<file path="src/sv/ips_prd_pkg.sv">
// Shared types and constants for the IPS patch record decoder.
// Holds result kinds, error codes, the result struct and the magic/EOF text lookups.
// No dependencies.
package ips_prd_pkg;

  localparam int unsigned AddrW  = 24;
  localparam int unsigned DataW  = 8;
  localparam int unsigned RunW   = 16;
  localparam int unsigned IdxW   = 3;

  localparam logic OP_BYTE = 1'b0;
  localparam logic OP_END  = 1'b1;

  typedef enum logic [1:0] {
    KIND_WRITE = 2'd0,
    KIND_FILL  = 2'd1,
    KIND_DONE  = 2'd2,
    KIND_ERROR = 2'd3
  } kind_e;

  typedef enum logic [1:0] {
    ERR_NONE      = 2'd0,
    ERR_MAGIC     = 2'd1,
    ERR_NORECORDS = 2'd2,
    ERR_TRUNCATED = 2'd3
  } err_e;

  typedef struct packed {
    kind_e             kind;
    logic [AddrW-1:0]  target_address;
    logic [DataW-1:0]  data_value;
    logic [RunW-1:0]   run_length;
    err_e              error_code;
  } result_t;

  localparam int unsigned MagicLen = 5;
  localparam logic [IdxW-1:0] MagicLast = IdxW'(MagicLen - 1);

  // Character of "PATCH" at a given position.
  function automatic logic [DataW-1:0] magic_char(logic [IdxW-1:0] idx);
    logic [DataW-1:0] ch;
    case (idx)
      3'd0:    ch = 8'h50;
      3'd1:    ch = 8'h41;
      3'd2:    ch = 8'h54;
      3'd3:    ch = 8'h43;
      3'd4:    ch = 8'h48;
      default: ch = 8'h00;
    endcase
    return ch;
  endfunction

  // Character of "EOF" at a given position.
  function automatic logic [DataW-1:0] eof_char(logic [1:0] idx);
    logic [DataW-1:0] ch;
    case (idx)
      2'd0:    ch = 8'h45;
      2'd1:    ch = 8'h4F;
      2'd2:    ch = 8'h46;
      default: ch = 8'h00;
    endcase
    return ch;
  endfunction

endpackage

</file>
<file path="src/sv/ips_patch_record_decoder_core.sv">
// IPS patch record decoder: one patch byte per cycle in while ready, write/fill/finish/error beats out.
// Each result is registered in the output stage before it leaves; under back-pressure it waits in the skid stage.
// Throughput: one input beat per cycle while in_ready_o is high.
// Ready drops only while the skid stage holds a second unread result.
// Reset (rst_ni, async, active low): parser returns to the magic check, output stage empties.
// Depends on ips_prd_pkg, ips_prd_parser, ips_prd_skid.
module ips_patch_record_decoder_core (
  input  logic                          clk_i,
  input  logic                          rst_ni,
  input  logic                          in_valid_i,
  output logic                          in_ready_o,
  input  logic                          opcode_i,
  input  logic [ips_prd_pkg::DataW-1:0] patch_byte_i,
  output logic                          out_valid_o,
  input  logic                          out_ready_i,
  output logic [1:0]                    kind_o,
  output logic [ips_prd_pkg::AddrW-1:0] target_address_o,
  output logic [ips_prd_pkg::DataW-1:0] data_value_o,
  output logic [ips_prd_pkg::RunW-1:0]  run_length_o,
  output logic [1:0]                    error_code_o
);

  logic                 space;
  logic                 beat;
  logic                 res_valid;
  ips_prd_pkg::result_t res;
  ips_prd_pkg::result_t out_data;

  // Accept a beat whenever the output stage can absorb one more result.
  assign in_ready_o = space;
  assign beat       = in_valid_i && space;

  // Advance the parse state and form at most one result per beat.
  ips_prd_parser u_parser (
    .clk_i        (clk_i),
    .rst_ni       (rst_ni),
    .beat_i       (beat),
    .opcode_i     (opcode_i),
    .patch_byte_i (patch_byte_i),
    .res_valid_o  (res_valid),
    .res_o        (res)
  );

  // Hold results in the output register, spill into the skid stage on stall.
  ips_prd_skid u_skid (
    .clk_i       (clk_i),
    .rst_ni      (rst_ni),
    .push_i      (res_valid),
    .push_data_i (res),
    .space_o     (space),
    .out_valid_o (out_valid_o),
    .out_ready_i (out_ready_i),
    .out_data_o  (out_data)
  );

  assign kind_o           = out_data.kind;
  assign target_address_o = out_data.target_address;
  assign data_value_o     = out_data.data_value;
  assign run_length_o     = out_data.run_length;
  assign error_code_o     = out_data.error_code;

endmodule

</file>
<file path="src/sv/ips_prd_parser.sv">
// Record parser for the IPS patch decoder: parse state registers and next-state logic.
// Produces at most one result per accepted beat, combinationally from the current state and the beat.
// Depends on ips_prd_pkg.
module ips_prd_parser (
  input  logic                          clk_i,
  input  logic                          rst_ni,
  input  logic                          beat_i,
  input  logic                          opcode_i,
  input  logic [ips_prd_pkg::DataW-1:0] patch_byte_i,
  output logic                          res_valid_o,
  output ips_prd_pkg::result_t          res_o
);

  typedef enum logic [7:0] {
    PH_MAGIC  = 8'b0000_0001,
    PH_OFFSET = 8'b0000_0010,
    PH_SIZE   = 8'b0000_0100,
    PH_DATA   = 8'b0000_1000,
    PH_COUNT  = 8'b0001_0000,
    PH_VALUE  = 8'b0010_0000,
    PH_DONE   = 8'b0100_0000,
    PH_ERROR  = 8'b1000_0000
  } phase_e;

  phase_e                              phase_q, phase_d;
  logic [ips_prd_pkg::IdxW-1:0]        idx_q, idx_d;
  logic [ips_prd_pkg::AddrW-1:0]       offset_q, offset_d;
  logic [ips_prd_pkg::RunW-1:0]        size_q, size_d;
  logic [ips_prd_pkg::RunW-1:0]        rem_q, rem_d;
  logic                                seen_q, seen_d;
  logic [1:0]                          eof_q, eof_d;
  logic [1:0]                          oidx;
  logic                                res_valid;
  ips_prd_pkg::result_t                res;

  always_comb begin
    phase_d   = phase_q;
    idx_d     = idx_q;
    offset_d  = offset_q;
    size_d    = size_q;
    rem_d     = rem_q;
    seen_d    = seen_q;
    eof_d     = eof_q;
    res_valid = 1'b0;
    res       = '{kind: ips_prd_pkg::KIND_WRITE, error_code: ips_prd_pkg::ERR_NONE,
                  default: '0};
    oidx      = (idx_q > 3'd2) ? 2'd2 : idx_q[1:0];

    if (beat_i && phase_q != PH_DONE && phase_q != PH_ERROR) begin
      if (opcode_i == ips_prd_pkg::OP_END) begin
        phase_d        = PH_ERROR;
        res_valid      = 1'b1;
        res.kind       = ips_prd_pkg::KIND_ERROR;
        res.error_code = ips_prd_pkg::ERR_TRUNCATED;
      end else begin
        unique case (phase_q)
          PH_MAGIC: begin
            if (idx_q > ips_prd_pkg::MagicLast ||
                patch_byte_i != ips_prd_pkg::magic_char(idx_q)) begin
              phase_d        = PH_ERROR;
              res_valid      = 1'b1;
              res.kind       = ips_prd_pkg::KIND_ERROR;
              res.error_code = ips_prd_pkg::ERR_MAGIC;
            end else if (idx_q == ips_prd_pkg::MagicLast) begin
              phase_d  = PH_OFFSET;
              idx_d    = '0;
              offset_d = '0;
              eof_d    = '0;
            end else begin
              idx_d = idx_q + 3'd1;
            end
          end
          PH_OFFSET: begin
            if (eof_q == oidx && patch_byte_i == ips_prd_pkg::eof_char(oidx)) begin
              eof_d = oidx + 2'd1;
            end
            offset_d = {offset_q[15:0], patch_byte_i};
            if (oidx < 2'd2) begin
              idx_d = {1'b0, oidx} + 3'd1;
            end else begin
              idx_d = '0;
              if (eof_d == 2'd3) begin
                res_valid = 1'b1;
                if (!seen_q) begin
                  phase_d        = PH_ERROR;
                  res.kind       = ips_prd_pkg::KIND_ERROR;
                  res.error_code = ips_prd_pkg::ERR_NORECORDS;
                end else begin
                  phase_d  = PH_DONE;
                  res.kind = ips_prd_pkg::KIND_DONE;
                end
              end else begin
                seen_d  = 1'b1;
                size_d  = '0;
                phase_d = PH_SIZE;
              end
            end
          end
          PH_SIZE: begin
            size_d = {size_q[7:0], patch_byte_i};
            if (idx_q == 3'd0) begin
              idx_d = 3'd1;
            end else begin
              idx_d = '0;
              if (size_d == '0) begin
                rem_d   = '0;
                phase_d = PH_COUNT;
              end else begin
                rem_d   = size_d;
                phase_d = PH_DATA;
              end
            end
          end
          PH_DATA: begin
            res_valid          = 1'b1;
            res.kind           = ips_prd_pkg::KIND_WRITE;
            res.target_address = offset_q;
            res.data_value     = patch_byte_i;
            res.run_length     = 16'd1;
            offset_d           = offset_q + 24'd1;
            rem_d              = rem_q - 16'd1;
            if (rem_d == '0) begin
              phase_d  = PH_OFFSET;
              idx_d    = '0;
              eof_d    = '0;
              offset_d = '0;
            end
          end
          PH_COUNT: begin
            rem_d = {rem_q[7:0], patch_byte_i};
            if (idx_q == 3'd0) begin
              idx_d = 3'd1;
            end else begin
              idx_d   = '0;
              phase_d = PH_VALUE;
            end
          end
          PH_VALUE: begin
            phase_d  = PH_OFFSET;
            idx_d    = '0;
            eof_d    = '0;
            offset_d = '0;
            rem_d    = '0;
            if (rem_q != '0) begin
              res_valid          = 1'b1;
              res.kind           = ips_prd_pkg::KIND_FILL;
              res.target_address = offset_q;
              res.data_value     = patch_byte_i;
              res.run_length     = rem_q;
            end
          end
          default: begin
            phase_d = phase_q;
          end
        endcase
      end
    end
  end

  always_ff @(posedge clk_i or negedge rst_ni) begin
    if (!rst_ni) begin
      phase_q  <= PH_MAGIC;
      idx_q    <= '0;
      offset_q <= '0;
      size_q   <= '0;
      rem_q    <= '0;
      seen_q   <= 1'b0;
      eof_q    <= '0;
    end else begin
      phase_q  <= phase_d;
      idx_q    <= idx_d;
      offset_q <= offset_d;
      size_q   <= size_d;
      rem_q    <= rem_d;
      seen_q   <= seen_d;
      eof_q    <= eof_d;
    end
  end

  assign res_valid_o = res_valid;
  assign res_o       = res;

endmodule

</file>
<file path="src/sv/ips_prd_skid.sv">
// Result register with a one-entry skid stage for the IPS patch decoder.
// Parts the input side from output back-pressure. Depends on ips_prd_pkg.
module ips_prd_skid (
  input  logic                 clk_i,
  input  logic                 rst_ni,
  input  logic                 push_i,
  input  ips_prd_pkg::result_t push_data_i,
  output logic                 space_o,
  output logic                 out_valid_o,
  input  logic                 out_ready_i,
  output ips_prd_pkg::result_t out_data_o
);

  logic                 main_valid_q;
  logic                 skid_valid_q;
  ips_prd_pkg::result_t main_q;
  ips_prd_pkg::result_t skid_q;
  logic                 take;

  assign take = main_valid_q && out_ready_i;

  always_ff @(posedge clk_i or negedge rst_ni) begin
    if (!rst_ni) begin
      main_valid_q <= 1'b0;
      skid_valid_q <= 1'b0;
    end else if (skid_valid_q) begin
      if (take) begin
        skid_valid_q <= 1'b0;
      end
    end else if (push_i) begin
      if (!main_valid_q || take) begin
        main_valid_q <= 1'b1;
      end else begin
        skid_valid_q <= 1'b1;
      end
    end else if (take) begin
      main_valid_q <= 1'b0;
    end
  end

  // Payload registers: no reset.
  always_ff @(posedge clk_i) begin
    if (skid_valid_q) begin
      if (take) begin
        main_q <= skid_q;
      end
    end else if (push_i) begin
      if (!main_valid_q || take) begin
        main_q <= push_data_i;
      end else begin
        skid_q <= push_data_i;
      end
    end
  end

  assign space_o     = !skid_valid_q;
  assign out_valid_o = main_valid_q;
  assign out_data_o  = main_q;

endmodule

</file>
<file path="config.mk">
export PLATFORM = sky130hd
export DESIGN_NAME = ips_patch_record_decoder_core
export DESIGN_NICKNAME = d
export VERILOG_FILES = /design/src/sv/ips_prd_pkg.sv /design/src/sv/ips_patch_record_decoder_core.sv /design/src/sv/ips_prd_parser.sv /design/src/sv/ips_prd_skid.sv
export SDC_FILE = /design/constraint.sdc
export NUM_CORES = 1
export LEC_CHECK = 0
export BUFFER_PORTS_ARGS = -buffer_cell sky130_fd_sc_hd__buf_2
export CORE_MARGIN = 2
export CORE_UTILIZATION = 35
export CTS_CLUSTER_SIZE = 14
export DETAILED_ROUTE_END_ITERATION = 8
export PLACE_DENSITY = 0.58
export SYNTH_ARGS = -nofsm -noshare
export SYNTH_HDL_FRONTEND = slang
export SYNTH_SLANG_ARGS = --single-unit
</file>
<file path="constraint.sdc">
create_clock -name clk_i -period 7.63 [get_ports clk_i]
set_input_delay 1.1445 -clock clk_i [delete_from_list [all_inputs] [get_ports clk_i]]
set_output_delay 1.1445 -clock clk_i [all_outputs]
set_load 0.02 [all_outputs]
</file>
* Yosys cells after proc, flatten, opt, wreduce, memory -nomap -nowiden
Index checks and enable logic that the tools add are counted.
Word-level totals: input bits 13, flip-flop bits (word level) 168, word-level logic and storage cells 174, output and inout bits 54
Operators by class: equal/unequal tests 31, bitwise gates (word level) 5, magnitude comparators 3, multiplexer cells 78, add/subtract/negate cells 5, reduce and logical (&&, ||, !) cells 33
Operators by type and width (number):
- $mux 52 | 5
- $mux 8 | 17
- $pmux 24 s4 | 1
- $pmux 48 s2 | 1
- $mux 24 | 3
- $pmux 16 s4 | 1
- $mux 49 | 1
- $mux 48 | 1
- $pmux 8 s6 | 1
- $pmux 7 s5 | 1
- $logic_not 16->1 | 2
- $mux 16 | 2
- $mux 2 | 16
- $add 24x1->24 const B | 1
- $pmux 7 s3 | 1
- $reduce_and 5->1 | 4
- $mux 1 | 16
- $pmux 8 s2 | 1
- $reduce_bool 16->1 | 1
- $sub 16x1->16 const B | 1
- $pmux 3 s5 | 1
- $mux 3 | 4
- $ne 2x2->1 const B | 5
- $ne 3x3->1 const B | 3
- 45 further kinds | 65

* Logic depth before layout (Yosys ltp)
depth in word-level cells 22, mapped depth 12, mapped depth without buffers 11

* Cells and area by module
Synthesis repeated with hierarchy kept, for this count alone.
Unflattened totals: cells, all modules 790, area, all modules 8775.9 sq um
By module, submodules not included:
- ips_prd_parser | cells each 616, area an instance 4906.0 sq um, instances 1
- ips_prd_skid | cells each 173, area an instance 3863.7 sq um, instances 1
- ips_patch_record_decoder_core | cells each 1, area an instance 6.3 sq um, instances 1

* Worst setup path before layout
OpenSTA, ideal clock, no wires.
path type input to register, from in patch_byte_i[0] (netlist bit), to reg u_skid.main_q (netlist bit u_skid.out_data_o[0]) (enable), path slack 1.997 ns, stages 8, data required time 7.151 ns, data arrival time 5.154 ns, path through clkbuf_1 inv_1 a2111oi_0 o221ai_1 nor2_2 mux2i_1 o31ai_1 a21oi_1
On the way: word-level cells in the longest chain between the ends 14
Ends and longest elaborated chain:
- start, declared | line ips_patch_record_decoder_core.sv:13 | input logic [ips_prd_pkg::DataW-1:0] patch_byte_i,
- $eq 8x8->1 | line ips_prd_parser.sv:74 | if (eof_q == oidx && patch_byte_i == ips_prd_pkg::eof_char(oidx)) begin
- $logic_and 1x1->1 | line ips_prd_parser.sv:74
- $mux 2 | line ips_prd_parser.sv:74
- $mux 2 | line ips_prd_parser.sv:56 | unique case (phase_q)
- $mux 2 | line ips_prd_parser.sv:50 | if (opcode_i == ips_prd_pkg::OP_END) begin
- $mux 2 | line ips_prd_parser.sv:49 | if (beat_i && phase_q != PH_DONE && phase_q != PH_ERROR) begin
- $eq 2x2->1 | line ips_prd_parser.sv:82 | if (eof_d == 2'd3) begin
- $mux 1 | line ips_prd_parser.sv:82
- $mux 1 | line ips_prd_parser.sv:78 | if (oidx < 2'd2) begin
- $pmux 1 s4 * | line ips_prd_parser.sv:56
- $mux 1 * | line ips_prd_parser.sv:50
- $mux 1 * | line ips_prd_parser.sv:49
- $reduce_bool 2->1 (no source line) *
- $reduce_and 3->1 (no source line) *
- end signal, assigned | line ips_prd_skid.sv:45 | main_q <= skid_q;
- end signal, assigned | line ips_prd_skid.sv:49 | main_q <= push_data_i;
- end, declared | line ips_prd_skid.sv:16 | ips_prd_pkg::result_t main_q;
Every way passes the cells marked *; elsewhere a longest branch is shown, timed or not. The select of a mux whose other input is x is not followed. A chain may end at the register's enable or synchronous reset.

* Final worst setup path
from reg u_parser.rem_q[1] (netlist bit), to reg u_skid.main_q (netlist bit u_skid.out_data_o[44]) (enable)
On the way: word-level cells in the longest chain between the ends 7
Ends and longest elaborated chain:
- start, declared | line ips_prd_parser.sv:29 | logic [ips_prd_pkg::RunW-1:0] rem_q, rem_d;
- start signal, assigned | line ips_prd_parser.sv:174 | rem_q <= rem_d;
- $reduce_bool 16->1 | line ips_prd_parser.sv:144 | if (rem_q != '0) begin
- $mux 1 | line ips_prd_parser.sv:144
- $pmux 1 s4 | line ips_prd_parser.sv:56
- $mux 1 | line ips_prd_parser.sv:50
- $mux 1 | line ips_prd_parser.sv:49
- $reduce_bool 2->1 (no source line)
- $reduce_and 3->1 (no source line)
Every way passes these cells.

==> results.yml <==
run_status:
  status: "finished, final reports clean"
layout:
  multi_input_area_mm2: 0.00356
  diodes: 0
  seqCellArea_mm2: 0.00473
  fin_cells: 1158
  final_nets: 844
  drive_gt1_share_pct: 15.1
  area_growth_pct: 13.7
  fillers: 2331
critical_path:
  cp_data_required_time_ns: 7.73
  critical_path_arrival_ns: 4.82
  cp_top_family: "compound AO/OA/AOI/OAI gates"
  critPathKind: "register to register"
  reg2reg_from: "u_parser.rem_q[1]"
  r2r_slack_ns: 2.91
  cp.buffers_inverters: 2
  critPathMaxStageDelay_ns: 1.01
  setup.worst_path.end_class: "register"
  crit_chain: "inv_1 > ha_1 > or3b_4 > or2_1 > o31ai_4 > nand2_1 > o31ai_1 > a21oi_4 > buf_4"
  cp-startpoint: "u_parser.rem_q[1]"
  startpoint_type: "register"
  path_max_fanout: 47
  crit_slowest_cell: "o31ai_1"
synth:
  synth-edff-count: 104
  yosysMostFrequentCell: "edfxtp_1"
  netlist.area_leader.share_pct: 36.4
  ys.flop_type: "edfxtp_1"
  synth.distinct_cells: 78
  yosysWarnings: 0
  syn_area_mm2: 0.00857
  synth_seq_cells: 168
  synthCells: 776
  syn-num-nets: 799
  ys_top_cells_by_count: "104 x edfxtp_1, 63 x dfrtp_1, 60 x a21o_1"
  synthTopCellsByArea: "edfxtp_1 36%, dfrtp_1 18%, a21o_1 5.3%"
  synthArstFlopShare_pct: 38.1
  syn_avg_cell_area_um2: 11.0
  synth.largest_area_cell: "edfxtp_1"
  ys_seq_area_share_pct: 55.1
sta:
  tns_ns: 0
  rsz0062_at_grt: "false"
  period_minus_slack_ns: 4.72
  maxSlewViolCount: 0
  hold_violations: 0
  final-setup-viol-count: 0
  slew_headroom_pct: 22.5
  fin_skew_ns: 0.0119
  fin_crit_sh_pct: 61.8
  worst_pin_slew_ns: 1.16
  fmax_ghz: 0.212
global_routing:
  grt_max_degree: 65
  track_usage_pct: 17.3
  grt_antenna_before_repair: 0
  grt_pass1_vias: 6045
  grt.overflow.total: 0
  grt_first_pass_wirelength_mm: 35.0
clock_tree:
  worstSkewPairLatency_ns: 0.43
  postCtsSetupBuffers: 0
  root_buffer: "clkbuf_16"
  cts_made_buffers: 17
  cts_buffer_depth: 2
  htreeDepth: 4
  cts.sinks: 168
  holdBufCountCts: 0
  cts_resized: 0
  clk_pin_slew_ns: 0.07
  cts_tree: "yes"
floorplan:
  rows: 57
  fp.dieW_um: 161
  start_util_pct: 35.5
  core_mm2: 0.0242
  die-area_mm2: 0.0258
  io_pins: 67
  die_y_um: 161
placement:
  place_congestion: 0.898
  dp_cells: 1126
  hpwlAfterDp_mm: 14.8
  portBuffers: 66
pwr:
  switching_power_uw: 403
  cellPowerDensity_mw_per_mm2: 188
  clock_power_share_pct: 46.3
  ir_worst_vdd_mv: 0.117
  swShare_pct: 22.0
  pwr-share-comb_pct: 1.5
  power_leakage_uw: 0.00357
  pwr-share-seq_pct: 52.2
  p_int_uw: 1430
route:
  route.detailed.drc: 0
  wl_per_cell_um: 18.9
  ant_nets: 0
  vias_per_cell: 5.53
  vias: 6406
  drt_iter0_markers: 514
  drt_first_pass_iters: 6
  finalWirelength_mm: 21.9
hold_path:
  hold_path.startpoint: "u_parser.size_q[3]"
  hp-class: "register to register"
job:
  cap_violations: 0
==> final timing paths <==
kind / depth (start not counted) / endpoint
setup / recovery: 9 / u_skid.out_data_o[44]
hold / removal: 1 / u_parser.size_q[3]
setup reg to reg: 9 / u_skid.out_data_o[44]
hold reg to reg: 1 / u_parser.size_q[3]
max in group asynchronous: 2 / u_skid.skid_valid_q
min in group asynchronous: 2 / u_parser.idx_q[2]
==> area by class of cell <==
type / count / share of cell area [%]
flip-flops and latches: 168 / 48.5
clock buffers: 19 / 4.55
repair buffers: 73 / 3.93
multi-input cells: 537 / 36.5
well taps: 324 / 4.16
clock inverters: 13 / 1.39
inverters: 24 / 0.924
==> power groups by stage <==
stage	clock network [µW]	logic, µW	registers (µW)
floorplan	0	8.47	977
global placement	0	27.5	976
detailed placement	0	27.5	976
CTS	870	27.5	957
global route	901	29.7	957
finish	850	27.3	957
==> flip-flops by register name, summed over array words and instances (netlist names) <==
signal and flops:
u_parser.eof_q 2, u_parser.idx_q 3, u_parser.offset_q 24, u_parser.phase_q 8, u_parser.rem_q 16, u_parser.seen_q 1, u_parser.size_q 8, u_skid.out_data_o 52
u_skid.out_valid_o 1, u_skid.skid_q 52, u_skid.skid_valid_q 1
==> cell usage in the layout (no fill, tap or decap), types with 6 or more instances in the layout <==
cell	n
o21ai_0	46
nor3_1	19
nand4_1	12
mux2i_1	10
clkbuf_16	17
o31ai_1	6
nor2_1	45
dfrtp_1	62
a22oi_1	13
a21oi_1	28
or3_1	11
or4_1	7
ha_1	10
and4_1	10
and2_1	13
o41ai_1	6
edfxtp_1	104
a21o_1	60
xor2_1	7
inv_1	24
buf_4	7
nand3_1	19
a221oi_1	7
and3_1	44
a22o_1	10
nand2_1	51
nor4_1	7
xnor2_1	7
buf_2	66
==> layer usage <==
layer	vias to the layer above	track usage [%]	part of all wire (%)
met4	0	4.87	1.2
met1	3091	25.8	47
li1	3062	-	-
met2	236	25.0	43
met3	17	4.29	7.9
met5	-	0	0
==> through the flow <==
stage	setup slack (ns)	total power, µW	hold slack [ns]	utilization (%)	area [µm²]
after CTS	2.90	1850	0.517	40.3	9740
final	2.91	1830	0.519	40.3	9740
after detailed placement	2.92	1000	0.502	37.9	9170
after floorplan	2.00	985	0.464	-	8570
after global placement	3.11	1000	0.501	37.9	9170
after global routing	2.52	1890	0.533	40.3	9740
==> cell families (layout without fill, tap and decap cells) <==
group / count (synthesis) / after routing / synth area share [%]
AND/OR/NAND/NOR: 276 / 276 / 18.2
AO/OA/AOI/OAI: 226 / 226 / 18.9
flip-flops: 168 / 168 / 55.1
buffers and inverters: 71 / 129 / 3.59
XOR/XNOR: 14 / 14 / 1.43
multiplexers: 11 / 11 / 1.30
adder cells (fa/ha/maj): 10 / 10 / 1.46
No activity file was read; power rests on OpenSTA's default activity.
